File: src/design/bcfk_pkg.sv
// Package for the bone chain forward kinematics unit.
// Holds fixed-point constants, the CORDIC arctangent table and shared types.
package bcfk_pkg;
    localparam int Q14_ONE = 16384;
    localparam logic signed [33:0] CORDIC_GAIN = 34'sd652032874;
    localparam logic signed [33:0] DEG90 = 34'sd5898240;
    localparam logic signed [33:0] DEG180 = 34'sd11796480;
    localparam logic signed [23:0] POS_MAX = 24'sh7FFFFF;
    localparam logic signed [23:0] POS_MIN = -24'sh800000;

    localparam logic [2:0] REG_ROOT_X = 3'd0;
    localparam logic [2:0] REG_ROOT_Y = 3'd1;
    localparam logic [2:0] REG_ROOT_Z = 3'd2;
    localparam logic [2:0] REG_LEN_0  = 3'd3;

    typedef logic signed [15:0] t_q14;
    typedef logic signed [23:0] t_pos;

    function automatic logic signed [33:0] atan_entry(input logic [4:0] i);
        case (i)
            5'd0: atan_entry = 34'sd2949120;
            5'd1: atan_entry = 34'sd1740967;
            5'd2: atan_entry = 34'sd919879;
            5'd3: atan_entry = 34'sd466945;
            5'd4: atan_entry = 34'sd234379;
            5'd5: atan_entry = 34'sd117304;
            5'd6: atan_entry = 34'sd58666;
            5'd7: atan_entry = 34'sd29335;
            5'd8: atan_entry = 34'sd14668;
            5'd9: atan_entry = 34'sd7334;
            5'd10: atan_entry = 34'sd3667;
            5'd11: atan_entry = 34'sd1833;
            5'd12: atan_entry = 34'sd917;
            5'd13: atan_entry = 34'sd458;
            5'd14: atan_entry = 34'sd229;
            5'd15: atan_entry = 34'sd115;
            5'd16: atan_entry = 34'sd57;
            5'd17: atan_entry = 34'sd29;
            5'd18: atan_entry = 34'sd14;
            5'd19: atan_entry = 34'sd7;
            5'd20: atan_entry = 34'sd4;
            5'd21: atan_entry = 34'sd2;
            5'd22: atan_entry = 34'sd1;
            default: atan_entry = 34'sd0;
        endcase
    endfunction

    function automatic t_q14 clamp14(input logic signed [39:0] v);
        if (v > 40'sd16384) clamp14 = 16'sd16384;
        else if (v < -40'sd16384) clamp14 = -16'sd16384;
        else clamp14 = v[15:0];
    endfunction

    function automatic t_pos sat24(input logic signed [40:0] v);
        if (v > 41'sd8388607) sat24 = POS_MAX;
        else if (v < -41'sd8388608) sat24 = POS_MIN;
        else sat24 = v[23:0];
    endfunction
endpackage

File: src/design/bcfk_if.sv
// Valid/ready channel interfaces for bone words and result words.
// Payload fields are plain logic vectors; no package is imported.
interface bcfk_bone_if;
    logic        valid;
    logic        ready;
    logic [1:0]  bone_index;
    logic signed [15:0] angle_x;
    logic signed [15:0] angle_y;
    logic signed [15:0] angle_z;
    modport source(output valid, bone_index, angle_x, angle_y, angle_z, input ready);
    modport sink(input valid, bone_index, angle_x, angle_y, angle_z, output ready);
endinterface

interface bcfk_result_if;
    logic valid;
    logic ready;
    logic signed [15:0] m00, m01, m02, m10, m11, m12, m20, m21, m22;
    logic signed [23:0] pos_x, pos_y, pos_z;
    modport source(output valid, m00, m01, m02, m10, m11, m12, m20, m21, m22,
                   pos_x, pos_y, pos_z, input ready);
    modport sink(input valid, m00, m01, m02, m10, m11, m12, m20, m21, m22,
                 pos_x, pos_y, pos_z, output ready);
endinterface

File: src/design/bcfk_cordic.sv
// Iterative rotation-mode CORDIC: one micro-rotation per cycle.
// Depends on bcfk_pkg for the gain, the angle constants and the arctangent table.
module bcfk_cordic #(
    parameter int CORDIC_STEPS = 16
) (
    input  logic i_clk,
    input  logic i_rst_n,
    input  logic i_start,
    input  logic signed [15:0] i_angle,
    output logic o_done,
    output bcfk_pkg::t_q14 o_sin,
    output bcfk_pkg::t_q14 o_cos
);
    import bcfk_pkg::*;

    localparam int CW = $clog2(CORDIC_STEPS + 1);

    logic signed [33:0] r_x, r_y, r_z;
    logic [CW-1:0] r_step;
    logic r_busy, r_neg, r_done;
    logic signed [33:0] z0, dx, dy, ang, xr, yr;

    always_comb begin
        z0 = {{9{i_angle[15]}}, i_angle, 9'd0};
        dx = r_y >>> r_step;
        dy = r_x >>> r_step;
        ang = atan_entry(5'(r_step));
        xr = (r_x + 34'sd32768) >>> 16;
        yr = (r_y + 34'sd32768) >>> 16;
        if (r_neg) begin
            xr = -xr;
            yr = -yr;
        end
    end

    always_ff @(posedge i_clk) begin
        r_done <= 1'b0;
        if (!i_rst_n) begin
            r_busy <= 1'b0;
            r_done <= 1'b0;
        end else if (i_start) begin
            r_busy <= 1'b1;
            r_step <= '0;
            r_x <= CORDIC_GAIN;
            r_y <= '0;
            if (z0 > DEG90) begin
                r_z <= z0 - DEG180;
                r_neg <= 1'b1;
            end else if (z0 < -DEG90) begin
                r_z <= z0 + DEG180;
                r_neg <= 1'b1;
            end else begin
                r_z <= z0;
                r_neg <= 1'b0;
            end
        end else if (r_busy) begin
            if (r_step == CW'(CORDIC_STEPS)) begin
                r_busy <= 1'b0;
                r_done <= 1'b1;
                o_cos <= clamp14(40'(xr));
                o_sin <= clamp14(40'(yr));
            end else begin
                if (r_z >= 0) begin
                    r_x <= r_x - dx;
                    r_y <= r_y + dy;
                    r_z <= r_z - ang;
                end else begin
                    r_x <= r_x + dx;
                    r_y <= r_y - dy;
                    r_z <= r_z + ang;
                end
                r_step <= r_step + 1'b1;
            end
        end
    end

    assign o_done = r_done;
endmodule

File: src/design/bcfk_mac.sv
// Shared multiply-accumulate unit: one 16 by 17 product per cycle while i_en is high, into a wide sum.
// Depends on nothing beyond its ports.
module bcfk_mac (
    input  logic i_clk,
    input  logic i_clear,
    input  logic i_en,
    input  logic signed [15:0] i_a,
    input  logic signed [16:0] i_b,
    output logic signed [39:0] o_acc
);
    logic signed [39:0] r_acc;
    logic signed [32:0] prod;

    assign prod = i_a * i_b;

    // A clear together with an enable starts a new sum with the current product.
    always_ff @(posedge i_clk) begin
        if (i_clear) r_acc <= i_en ? 40'(prod) : '0;
        else if (i_en) r_acc <= r_acc + 40'(prod);
    end

    assign o_acc = r_acc;
endmodule

File: src/design/bone_chain_forward_kinematics_unit.sv
// Bone chain forward kinematics unit: after a bone word is accepted the CORDIC runs once
// per axis (x, y, z) and the shared MAC forms the rotation Rx*Rz*Ry as two 3x3 products;
// for a bone after bone 0 it then advances the chain translation, forms world*R and the
// bone center, and an output state moves the result into the output register. A finished
// word waits in that register and only the next output state waits for it; a new bone word
// is taken only in idle. Synchronous active-low reset restores defaults.
module bone_chain_forward_kinematics_unit #(
    parameter int NUM_BONES = 4,
    parameter int CORDIC_STEPS = 16
) (
    input  logic i_clk,
    input  logic i_rst_n,
    input  logic i_cfg_we,
    input  logic [2:0] i_cfg_index,
    input  logic [15:0] i_cfg_data,
    bcfk_bone_if.sink i_bone,
    bcfk_result_if.source o_res
);
    import bcfk_pkg::*;

    typedef enum logic [3:0] {
        S_IDLE, S_CORD, S_RXZ, S_RR, S_WR, S_LINK, S_CTR, S_OUT
    } t_state;

    t_state r_state;
    logic signed [15:0] r_root [3];
    logic [14:0] r_len [4];
    t_q14 r_world [9];
    t_pos r_wt [3];
    logic [14:0] r_prev;
    t_q14 r_ma [9];
    t_q14 r_mb [9];
    t_q14 r_out [9];
    t_pos r_pos [3];
    t_q14 r_res_m [9];
    t_pos r_res_p [3];
    logic [1:0] r_idx;
    logic signed [15:0] r_ang [3];
    t_q14 r_sin [3];
    t_q14 r_cos [3];
    logic [1:0] r_axis;
    logic r_cstart;
    logic [3:0] r_i, r_k;
    logic r_first;
    logic r_valid;

    logic c_done;
    t_q14 c_sin, c_cos;
    logic mac_clear, mac_en;
    logic signed [15:0] mac_a;
    logic signed [16:0] mac_b;
    logic signed [39:0] mac_acc;
    logic [14:0] cur_len;

    bcfk_cordic #(.CORDIC_STEPS(CORDIC_STEPS)) u_cordic (
        .i_clk(i_clk), .i_rst_n(i_rst_n), .i_start(r_cstart),
        .i_angle(r_ang[r_axis]), .o_done(c_done), .o_sin(c_sin), .o_cos(c_cos)
    );

    bcfk_mac u_mac (
        .i_clk(i_clk), .i_clear(mac_clear), .i_en(mac_en),
        .i_a(mac_a), .i_b(mac_b), .o_acc(mac_acc)
    );

    assign cur_len = r_len[r_idx];

    // r_i walks the output element, r_k the inner term; a clear happens at r_k == 0.
    logic [1:0] row, col, kk;
    logic [3:0] idx_a, idx_b, idx_c;
    logic signed [39:0] rnd14;
    logic signed [40:0] lnk, ctr;
    always_comb begin
        if (r_i >= 4'd6) begin
            row = 2'd2;
            col = 2'(r_i - 4'd6);
        end else if (r_i >= 4'd3) begin
            row = 2'd1;
            col = 2'(r_i - 4'd3);
        end else begin
            row = 2'd0;
            col = r_i[1:0];
        end
        kk = r_k[1:0];
        idx_a = {2'b00, row} * 4'd3 + {2'b00, kk};
        idx_b = {2'b00, kk} * 4'd3 + {2'b00, col};
        idx_c = {2'b00, r_i[1:0]} * 4'd3 + 4'd1;
        mac_clear = 1'b0;
        mac_en = 1'b0;
        mac_a = '0;
        mac_b = '0;
        case (r_state)
            S_RXZ, S_RR, S_WR: begin
                mac_en = (r_k < 4'd3);
                mac_clear = r_first;
                mac_a = r_ma[idx_a];
                mac_b = 17'(r_mb[idx_b]);
            end
            S_LINK: begin
                mac_en = r_k == 4'd0;
                mac_clear = r_first;
                mac_a = r_world[idx_c];
                mac_b = {2'b00, r_prev};
            end
            S_CTR: begin
                mac_en = r_k == 4'd0;
                mac_clear = r_first;
                mac_a = r_world[idx_c];
                mac_b = {2'b00, cur_len};
            end
            default: ;
        endcase
        rnd14 = (mac_acc + 40'sd8192) >>> 14;
        lnk = 41'(r_wt[r_i[1:0]]) + 41'(rnd14);
        ctr = 41'(r_wt[r_i[1:0]]) + 41'((mac_acc + 40'sd16384) >>> 15);
    end

    assign i_bone.ready = (r_state == S_IDLE);
    assign o_res.valid = r_valid;
    assign o_res.m00 = r_res_m[0];
    assign o_res.m01 = r_res_m[1];
    assign o_res.m02 = r_res_m[2];
    assign o_res.m10 = r_res_m[3];
    assign o_res.m11 = r_res_m[4];
    assign o_res.m12 = r_res_m[5];
    assign o_res.m20 = r_res_m[6];
    assign o_res.m21 = r_res_m[7];
    assign o_res.m22 = r_res_m[8];
    assign o_res.pos_x = r_res_p[0];
    assign o_res.pos_y = r_res_p[1];
    assign o_res.pos_z = r_res_p[2];

    always_ff @(posedge i_clk) begin
        r_cstart <= 1'b0;
        if (!i_rst_n) begin
            r_state <= S_IDLE;
            r_valid <= 1'b0;
            r_root[0] <= 16'sd512;
            r_root[1] <= 16'sd256;
            r_root[2] <= 16'sd512;
            r_len[0] <= 15'd256;
            r_len[1] <= 15'd1024;
            r_len[2] <= 15'd768;
            r_len[3] <= 15'd512;
            for (int j = 0; j < 9; j++) r_world[j] <= (j % 4 == 0) ? 16'sd16384 : 16'sd0;
            for (int j = 0; j < 3; j++) r_wt[j] <= '0;
            r_prev <= '0;
        end else begin
            if (i_cfg_we) begin
                if (i_cfg_index < REG_LEN_0) r_root[i_cfg_index[1:0]] <= i_cfg_data;
                else if (i_cfg_index <= 3'd6)
                    r_len[2'(i_cfg_index - REG_LEN_0)] <= i_cfg_data[14:0];
            end
            if (o_res.valid && o_res.ready) r_valid <= 1'b0;
            case (r_state)
                S_IDLE: begin
                    if (i_bone.valid && i_bone.ready &&
                            32'(i_bone.bone_index) < NUM_BONES) begin
                        r_idx <= i_bone.bone_index;
                        r_ang[0] <= i_bone.angle_x;
                        r_ang[1] <= i_bone.angle_y;
                        r_ang[2] <= i_bone.angle_z;
                        r_axis <= 2'd0;
                        r_cstart <= 1'b1;
                        r_state <= S_CORD;
                    end
                end
                S_CORD: begin
                    if (c_done) begin
                        r_sin[r_axis] <= c_sin;
                        r_cos[r_axis] <= c_cos;
                        if (r_axis == 2'd2) begin
                            // Rx into A, Rz into B.
                            r_ma[0] <= 16'sd16384; r_ma[1] <= '0; r_ma[2] <= '0;
                            r_ma[3] <= '0; r_ma[4] <= r_cos[0]; r_ma[5] <= -r_sin[0];
                            r_ma[6] <= '0; r_ma[7] <= r_sin[0]; r_ma[8] <= r_cos[0];
                            r_mb[0] <= c_cos; r_mb[1] <= -c_sin; r_mb[2] <= '0;
                            r_mb[3] <= c_sin; r_mb[4] <= c_cos; r_mb[5] <= '0;
                            r_mb[6] <= '0; r_mb[7] <= '0; r_mb[8] <= 16'sd16384;
                            r_i <= '0; r_k <= '0; r_first <= 1'b1;
                            r_state <= S_RXZ;
                        end else begin
                            r_axis <= r_axis + 1'b1;
                            r_cstart <= 1'b1;
                        end
                    end
                end
                S_RXZ, S_RR, S_WR: begin
                    r_first <= 1'b0;
                    if (r_k == 4'd3) begin
                        r_out[r_i] <= clamp14(rnd14);
                        r_k <= '0;
                        r_first <= 1'b1;
                        if (r_i == 4'd8) begin
                            r_i <= '0;
                            if (r_state == S_RXZ) begin
                                for (int j = 0; j < 8; j++) r_ma[j] <= r_out[j];
                                r_ma[8] <= clamp14(rnd14);
                                r_mb[0] <= r_cos[1]; r_mb[1] <= '0; r_mb[2] <= r_sin[1];
                                r_mb[3] <= '0; r_mb[4] <= 16'sd16384; r_mb[5] <= '0;
                                r_mb[6] <= -r_sin[1]; r_mb[7] <= '0; r_mb[8] <= r_cos[1];
                                r_state <= S_RR;
                            end else if (r_state == S_RR) begin
                                if (r_idx == 2'd0) begin
                                    for (int j = 0; j < 8; j++) r_world[j] <= r_out[j];
                                    r_world[8] <= clamp14(rnd14);
                                    r_wt[0] <= 24'(r_root[0]);
                                    r_wt[1] <= 24'(r_root[1]) - 24'(r_len[0] >> 1);
                                    r_wt[2] <= 24'(r_root[2]);
                                    for (int j = 0; j < 9; j++)
                                        r_out[j] <= (j % 4 == 0) ? 16'sd16384 : 16'sd0;
                                    for (int j = 0; j < 3; j++) r_pos[j] <= 24'(r_root[j]);
                                    r_prev <= r_len[0];
                                    r_state <= S_OUT;
                                end else begin
                                    for (int j = 0; j < 8; j++) r_mb[j] <= r_out[j];
                                    r_mb[8] <= clamp14(rnd14);
                                    for (int j = 0; j < 9; j++) r_ma[j] <= r_world[j];
                                    r_state <= S_LINK;
                                end
                            end else begin
                                for (int j = 0; j < 8; j++) r_world[j] <= r_out[j];
                                r_world[8] <= clamp14(rnd14);
                                r_state <= S_CTR;
                            end
                        end else begin
                            r_i <= r_i + 1'b1;
                        end
                    end else begin
                        r_k <= r_k + 1'b1;
                    end
                end
                S_LINK, S_CTR: begin
                    r_first <= 1'b0;
                    if (r_k == 4'd1) begin
                        if (r_state == S_LINK) r_wt[r_i[1:0]] <= sat24(lnk);
                        else r_pos[r_i[1:0]] <= sat24(ctr);
                        r_k <= '0;
                        r_first <= 1'b1;
                        if (r_i == 4'd2) begin
                            r_i <= '0;
                            if (r_state == S_LINK) begin
                                r_state <= S_WR;
                            end else begin
                                for (int j = 0; j < 9; j++) r_out[j] <= r_world[j];
                                r_prev <= cur_len;
                                r_state <= S_OUT;
                            end
                        end else begin
                            r_i <= r_i + 1'b1;
                        end
                    end else begin
                        r_k <= r_k + 1'b1;
                    end
                end
                S_OUT: begin
                    // The output register takes the word once the previous one is gone.
                    if (!r_valid || o_res.ready) begin
                        for (int j = 0; j < 9; j++) r_res_m[j] <= r_out[j];
                        for (int j = 0; j < 3; j++) r_res_p[j] <= r_pos[j];
                        r_valid <= 1'b1;
                        r_state <= S_IDLE;
                    end
                end
                default: r_state <= S_IDLE;
            endcase
        end
    end
endmodule

File: src/flat_wrapper.sv
// flat-port wrapper written by rule: the top's interface ports become plain ports
module bone_chain_forward_kinematics_unit_flat import bcfk_pkg::*;
#(
    parameter int NUM_BONES = 4,
    parameter int CORDIC_STEPS = 16
)
  (i_clk, i_rst_n, i_cfg_we, i_cfg_index, i_cfg_data, i_bone_valid, i_bone_bone_index, i_bone_angle_x, i_bone_angle_y, i_bone_angle_z, i_bone_ready, o_res_valid, o_res_m00, o_res_m01, o_res_m02, o_res_m10, o_res_m11, o_res_m12, o_res_m20, o_res_m21, o_res_m22, o_res_pos_x, o_res_pos_y, o_res_pos_z, o_res_ready);
  bcfk_bone_if i_bone_i ();
  bcfk_result_if o_res_i ();
  input  logic i_clk;
  input  logic i_rst_n;
  input  logic i_cfg_we;
  input  logic [2:0] i_cfg_index;
  input  logic [15:0] i_cfg_data;
  input wire logic [$bits(i_bone_i.valid)-1:0] i_bone_valid;
  input wire logic [$bits(i_bone_i.bone_index)-1:0] i_bone_bone_index;
  input wire logic [$bits(i_bone_i.angle_x)-1:0] i_bone_angle_x;
  input wire logic [$bits(i_bone_i.angle_y)-1:0] i_bone_angle_y;
  input wire logic [$bits(i_bone_i.angle_z)-1:0] i_bone_angle_z;
  output wire logic [$bits(i_bone_i.ready)-1:0] i_bone_ready;
  output wire logic [$bits(o_res_i.valid)-1:0] o_res_valid;
  output wire logic [$bits(o_res_i.m00)-1:0] o_res_m00;
  output wire logic [$bits(o_res_i.m01)-1:0] o_res_m01;
  output wire logic [$bits(o_res_i.m02)-1:0] o_res_m02;
  output wire logic [$bits(o_res_i.m10)-1:0] o_res_m10;
  output wire logic [$bits(o_res_i.m11)-1:0] o_res_m11;
  output wire logic [$bits(o_res_i.m12)-1:0] o_res_m12;
  output wire logic [$bits(o_res_i.m20)-1:0] o_res_m20;
  output wire logic [$bits(o_res_i.m21)-1:0] o_res_m21;
  output wire logic [$bits(o_res_i.m22)-1:0] o_res_m22;
  output wire logic [$bits(o_res_i.pos_x)-1:0] o_res_pos_x;
  output wire logic [$bits(o_res_i.pos_y)-1:0] o_res_pos_y;
  output wire logic [$bits(o_res_i.pos_z)-1:0] o_res_pos_z;
  input wire logic [$bits(o_res_i.ready)-1:0] o_res_ready;
  assign i_bone_i.valid = i_bone_valid;
  assign i_bone_i.bone_index = i_bone_bone_index;
  assign i_bone_i.angle_x = i_bone_angle_x;
  assign i_bone_i.angle_y = i_bone_angle_y;
  assign i_bone_i.angle_z = i_bone_angle_z;
  assign i_bone_ready = i_bone_i.ready;
  assign o_res_valid = o_res_i.valid;
  assign o_res_m00 = o_res_i.m00;
  assign o_res_m01 = o_res_i.m01;
  assign o_res_m02 = o_res_i.m02;
  assign o_res_m10 = o_res_i.m10;
  assign o_res_m11 = o_res_i.m11;
  assign o_res_m12 = o_res_i.m12;
  assign o_res_m20 = o_res_i.m20;
  assign o_res_m21 = o_res_i.m21;
  assign o_res_m22 = o_res_i.m22;
  assign o_res_pos_x = o_res_i.pos_x;
  assign o_res_pos_y = o_res_i.pos_y;
  assign o_res_pos_z = o_res_i.pos_z;
  assign o_res_i.ready = o_res_ready;
  bone_chain_forward_kinematics_unit #(.NUM_BONES(NUM_BONES), .CORDIC_STEPS(CORDIC_STEPS)) u_core (.i_clk(i_clk), .i_rst_n(i_rst_n), .i_cfg_we(i_cfg_we), .i_cfg_index(i_cfg_index), .i_cfg_data(i_cfg_data), .i_bone(i_bone_i), .o_res(o_res_i));
endmodule
File: config.mk
export PLATFORM = sky130hd
export DESIGN_NAME = bone_chain_forward_kinematics_unit_flat
export DESIGN_NICKNAME = d
export VERILOG_FILES = /design/src/design/bcfk_pkg.sv /design/src/design/bcfk_if.sv /design/src/design/bcfk_cordic.sv /design/src/design/bcfk_mac.sv /design/src/design/bone_chain_forward_kinematics_unit.sv /design/src/flat_wrapper.sv
export SDC_FILE = /design/constraint.sdc
export NUM_CORES = 2
export LEC_CHECK = 0
export BUFFER_PORTS_ARGS = -buffer_cell sky130_fd_sc_hd__buf_4
export CAP_MARGIN = 20
export CORE_ASPECT_RATIO = 1.75
export CORE_MARGIN = 1
export CORE_UTILIZATION = 55
export DETAILED_ROUTE_END_ITERATION = 8
export PLACE_DENSITY_LB_ADDON = 0.25
export SYNTH_ARGS = -nofsm -noshare
export SYNTH_HDL_FRONTEND = slang
export SYNTH_HIERARCHICAL = 1
export SYNTH_SLANG_ARGS = --single-unit
export TNS_END_PERCENT = 20
File: constraint.sdc
create_clock -name i_clk -period 41.2 [get_ports i_clk]
set_input_delay 8.24 -clock i_clk [delete_from_list [all_inputs] [get_ports i_clk]]
set_output_delay 8.24 -clock i_clk [all_outputs]
set_load 0.05 [all_outputs]
Word level (Yosys, flattened, before mapping)
Memories as Yosys holds them, arrays and structs flattened. A register that Yosys moved wholly into a read port is not among the register bits.
Index checks and enable logic that the tools add are counted.
W data, S select, Z words.
Storage, ports and cells
  flip-flop bits (word level): 216
  RAM bits: 1188
  memory bits (read-only): 704
  bits of input ports: 74
  output and inout bits: 218
  word-level logic and storage cells: 497
  memories: 14
Cells by class
  $add $sub $neg: 31
  $mul: 4
  magnitude comparators: 18
  eq/ne operators: 27
  shift operators: 2
  multiplexer cells: 280
  bitwise gates (word level): 69
  reductions and logical operators: 31
Memory list
  (name not given): depth 32, width 22, read ports 1, clocked after memory_dff 1, write ports 0, line bcfk_pkg.sv:20  | case (i)
  u_core.r_ma: depth 9, width 16, read ports 1, clocked after memory_dff 0, write ports 9, line bone_chain_forward_kinematics_unit.sv:31  | t_q14 r_ma [9];
  u_core.r_mb: depth 9, width 16, read ports 1, clocked after memory_dff 0, write ports 9, line bone_chain_forward_kinematics_unit.sv:32  | t_q14 r_mb [9];
  u_core.r_out: depth 9, width 16, read ports 9, clocked after memory_dff 0, write ports 10, line bone_chain_forward_kinematics_unit.sv:33  | t_q14 r_out [9];
  u_core.r_res_m: depth 9, width 16, read ports 9, clocked after memory_dff 0, write ports 9, line bone_chain_forward_kinematics_unit.sv:35  | t_q14 r_res_m [9];
  u_core.r_world: depth 9, width 16, read ports 10, clocked after memory_dff 0, write ports 9, line bone_chain_forward_kinematics_unit.sv:28  | t_q14 r_world [9];
  +8 memories
Operators with widths (count)
  $mux W16: 96
  $mux W34: 14
  $mux W24: 17
  $mux W15: 9
  $mux W40: 3
  $add A34 B34 Y34: 3
  $sub A34 B34 Y34: 3
  $mux W1: 94
  $gt A41 B24 Y1 const B: 2
  $lt A41 B24 Y1 const B: 2
  $add A34 B17 Y34 const B: 2
  $gt A34 B16 Y1 const B: 2
  $lt A34 B15 Y1 const B: 2
  $mux W4: 17
  $neg A18 Y34: 2
  $sshr A34 B5 Y34: 2
  $or A1 B1 Y1: 66
  $add A24 B26 Y27: 2
  $pmux W17 S3: 1
  $neg A16 Y16: 3
  $reduce_or A24 Y1: 2
  $add A40 B16 Y41 const B: 1
  $add A40 B15 Y40 const B: 1
  $add A40 B33 Y40: 1
  other kinds (57): 115

Depth between registers and ports, before layout
  depth after elaboration: 13
  mapped depth: 59
  gate-level depth less buffers: 52

By module
Netlist, hierarchy kept.
Modules (own cells, without submodules)
  bone_chain_forward_kinematics_unit: instances 1, cells each 4026, area an instance 55717.2 um^2, seq. area each 36344.9 um^2
  bcfk_cordic: instances 1, cells each 2504, area an instance 21448.1 um^2, seq. area each 4684.5 um^2
  bcfk_mac: instances 1, cells each 1576, area an instance 14138.6 um^2, seq. area each 1201.2 um^2

Worst setup path after synthesis
OpenSTA, ideal clock, no wires.
  path type: input -> register
  from: in i_rst_n
  to: mem u_core/r_world[0][0] (netlist bit) (enable)
  setup time: 846 ps
  arrival time: 18833 ps
  required time: 40354 ps
  path slack: 21521 ps
  stages on the path: 4
  path buffers: 1
  cell sequence: nand4_1 -> or2_2 -> clkbuf_1 -> o21ai_0
RTL lines
  start, declared: line flat_wrapper.sv:11  | input logic i_rst_n;
  end, declared: line bone_chain_forward_kinematics_unit.sv:28

Final worst setup path
  from: reg u_core.r_i[0]
  to: reg u_core.u_mac.r_acc[37] (netlist: u_core/u_mac/o_acc[37]), data pin
On the way
  elaborated cells between the ends (all ways): 23
  classes of those cells: add/sub (6); mul (3); order compare (2); mux (9); memory (3)
RTL lines
  start, declared: line bone_chain_forward_kinematics_unit.sv:43  | logic [3:0] r_i, r_k;
  start signal, assigned: line bone_chain_forward_kinematics_unit.sv:226  | r_i <= r_i + 1'b1;
  start signal, assigned: line bone_chain_forward_kinematics_unit.sv:249  | r_i <= r_i + 1'b1;
  $ge A4 B2 Y1 or $sub A2 B2 Y2 (tied branches): line bone_chain_forward_kinematics_unit.sv:76, bone_chain_forward_kinematics_unit.sv:78
  $mux W2: line bone_chain_forward_kinematics_unit.sv:76  | end else if (r_i >= 4'd3) begin
  $mux W2 *: line bone_chain_forward_kinematics_unit.sv:73  | if (r_i >= 4'd6) begin
  $add A4 B2 Y4 *: line bone_chain_forward_kinematics_unit.sv:85  | idx_b = {2'b00, kk} * 4'd3 + {2'b00, col};
  $mem_v2 Z9 W16 *
  $pmux W17 S3 *: line bone_chain_forward_kinematics_unit.sv:91  | case (r_state)
  via u_core.mac_b[9]: line bone_chain_forward_kinematics_unit.sv:51  | logic signed [16:0] mac_b;
  $mul A16 B17 Y33 *: line bcfk_mac.sv:14  | assign prod = i_a * i_b;
  $add A40 B33 Y40: line bcfk_mac.sv:19  | else if (i_en) r_acc <= r_acc + 40'(prod);
  $mux W40: line bcfk_mac.sv:19
  $mux W40 *: line bcfk_mac.sv:18  | if (i_clear) r_acc <= i_en ? 40'(prod) : '0;
  end signal, assigned: line bcfk_mac.sv:18
  end signal, assigned: line bcfk_mac.sv:19
  end, declared: line bcfk_mac.sv:11  | logic signed [39:0] r_acc;
Mark *: on every way through the listed nets, which the timed path passes. The rest lies on a longest branch. The select of a mux whose other input is x is not followed.
A chain may end at the register's enable or synchronous reset.

==> impl_results.md <==
- Status: completed
- Primary FF master, synth: edfxtp_1
- Critical Path Start Type: flop
- FILL cells: 13400
- Main area contributors after synthesis: edfxtp_1 45%, fa_1 6.3%, ha_1 4.5%, mux4_2 4.1%, nand2_1 3.0%
- Via count: 69700
- Post-synthesis register bit count: 1423
- Power consumption: 5.86 mW
- Area occupied by multi-input gates: 0.0453 mm²
- Setup crit end kind: flop
- H-tree depth: 4
- Syn. warnings: 6
- Hold Vio Cnt, Final: 0
- Cell Rows: 197
- CP Class: flop to flop
- Vias per std cell: 6.60
- Final Non-Filler Cells: 10600
- Critical path data required time: 41.73 ns
- Max_cap viols: 0
- DRC: 0
- FMAX: 0.0746 GHz
- Post-synth EDFFs: 1373
- GRT Util Overall: 0.388
- Commonest cells after routing, fill and taps aside: 1373 x edfxtp_1, 726 x nand2_1, 508 x inv_1
- Setup Buffers After CTS: 0
- Final Max Slew Viols: 0
- Synth area leader: edfxtp_1
- Final non-filler cell area: 0.100 mm²
- P per Cell Area: 58.4 mW/mm²
- Dpl ws: 27.94 ns
- Crit-path max cell delay: 0.56 ns
- Hold Crit Depth: 0
- Async SR Flop Fraction: 0
- Antenna-violating nets left: 0
- Per-cell routed wire length: 31.0 µm
- CTS Buffer Depth: 4
- Grt ovf: 0
- Layout cells sized above 1: 0.125
- Clk sinks: 1423
- Worst slew margin: 0.205
- Critical path's slowest cell: fa_1
- Maximum VDD drop: 0.0680 mV
- Synth cell types: 129
- Final Skew: 0.0470 ns
- Largest net degree at the start of global routing: 160
- Fin nets: 8954
- Final Setup Violations: 0
- Initial Util: 0.555
- CTS buffer count: 144
- Slew @ Worst Pin: 1.19 ns
- TritonCTS clock tree: done
- Clock-pin transition on the worst setup and hold timing paths: 0.07 ns
- Floorplan Core Area: 0.165 mm²
- 1st-iter DRT viols: 7750
- CTS Root Cell: clkbuf_16
- Detailed Routing Iterations Pass 1: 8
- Final Util: 0.609
- Worst skew pair latency: 0.82 ns
- Unrepaired setup endpoints after global routing: false
- Worst EP arrival: 13.94 ns
- Mapped Cells: 8106
- IO Count: 292
- Vias in the first global route: 69500
- CP max FO: 22
- DPL Wire Length: 245000 µm
- Hold_ws: 0.415 ns
- Final period utilization: 0.325
- Post-DP Area: 0.0957 mm²
- DIE AREA: 0.168 mm²
- RD Place Congestion: 1.04
- Sequential fraction of the synthesis area: 0.463
- P_leak: 40.2 nW
- Synth Cell Area: 0.0913 mm²
- Final Critical Period: 13.41 ns
- Area share of the largest cell type after synthesis: 0.452
- Die H: 541 µm
- Fin Setup TNS: 0 ns
- P&R area growth vs syn: 9.87%
- Hold_buf cts: 0
- R2R cell count: 54
- First-pass GRT wire length: 469000 µm
- Mapped Avg Cell Area: 11.3 µm²
- Commonest non-fill, non-tap cell in the layout: edfxtp_1
- Final WS setup: 27.79 ns
- Initial antenna violation count: 19
- Syn_nets: 8792
- Final WL: 328000 µm
- # port buffers: 291
- Die extent in x: 310 µm
- Post-CTS sizing: 0
- Min-delay worst type: flop to flop
- Seq. cell area: 0.0422 mm²
- DP Cell Count: 10300
area by class of cell:
| class | count | share of cell area |
|---|---|---|
| multi-input cells | 5720 | 0.452 |
| flip-flops and latches | 1423 | 0.421 |
| clock buffers | 170 | 0.0377 |
| repair buffers | 466 | 0.0364 |
| well taps | 2189 | 0.0273 |
| inverters | 513 | 0.0192 |
| clock inverters | 80 | 0.00665 |
| diodes | 5 | 0.000125 |
cell usage after synthesis (32+ instances only):
cell and n:
mux2_2 55, mux2i_1 149, dfxtp_1 50, o21ai_1 46, xnor2_1 255, clkbuf_1 336, edfxtp_1 1373, o21ai_0 428
a21o_1 278, o211ai_1 65, buf_1 37, or2_2 38, o22ai_1 55, a21oi_1 346, xor2_1 182, ha_1 326
a31oi_1 42, nand2b_1 91, a22oi_1 61, and3_1 94, o31ai_1 47, nand2_1 727, mux4_2 168, a211oi_1 54
and2_1 270, nor4_1 46, nor2b_1 152, mux4_1 32, nand4_1 47, inv_1 509, o21a_1 38, a22o_1 119
fa_1 286, nor2_1 488, nand3_1 147, nor3_1 101, or3_1 48, o22a_1 32
sequential cells by signal, indices dropped and copies added, names as in the netlist, 22 cells and up, named ones only:
signal and count:
u_core/r_out 144, u_core/r_ang 48, u_core/r_res_p 72, u_core/r_ma 144, u_core/r_pos 72, u_core/r_cos 32
u_core/r_len 60, u_core/u_mac/o_acc 40, u_core/r_root 48, u_core/r_wt 96, u_core/r_sin 32, u_core/u_cordic/r_y 34
u_core/u_cordic/ang 22, u_core/r_world 144, u_core/r_mb 144, u_core/r_res_m 144, u_core/u_cordic/r_z 34, u_core/u_cordic/r_x 34
power breakdown:
group	internal (mW)	total (mW)	switching [mW]
Sequential	1.75	1.87	0.127
Combinational	1.01	2.70	1.69
Clock	0.715	1.29	0.573
per-layer routing:
layer	global-route usage	up-vias	wire, µm
li1	-	30100	-
met1	0.407	34400	104000
met2	0.655	3873	161000
met3	0.0713	1311	25800
met4	0.357	10	36700
met5	0	-	59
kinds of logic after synthesis:
logic type / count (synthesis) / share of synthesized area
xor+xnor: 443 / 0.0433
compound gates: 1905 / 0.141
buf+inv: 963 / 0.0441
mux: 406 / 0.0742
flops: 1423 / 0.463
fa+ha+maj: 615 / 0.108
simple gates: 2351 / 0.127
worst max-delay path, delay by kind of cell (launching register included):
family / cells / cell delay, ns
DFF: 1 / 0.32
buffers and inverters: 12 / 1.99
adders and majority gates: 12 / 5.47
xor gates and xnor gates: 2 / 0.47
AOI/OAI and AO/OA: 19 / 3.40
muxes: 1 / 0.25
and+or+nand+nor: 8 / 1.17
path summary, 6_finish.rpt:
| path | from | to | slack (ns) |
|---|---|---|---|
| worst max-delay path | u_core/r_i[0] | u_core/u_mac/o_acc[37] | 27.79 |
| worst min-delay path | u_core/r_pos[0][1] | u_core/r_res_p[0][1] | 0.42 |
| worst max register to register | u_core/r_i[0] | u_core/u_mac/o_acc[37] | 27.79 |
| worst min register to register | u_core/r_pos[0][1] | u_core/r_res_p[0][1] | 0.42 |
Power figures use the tool's default switching activity.
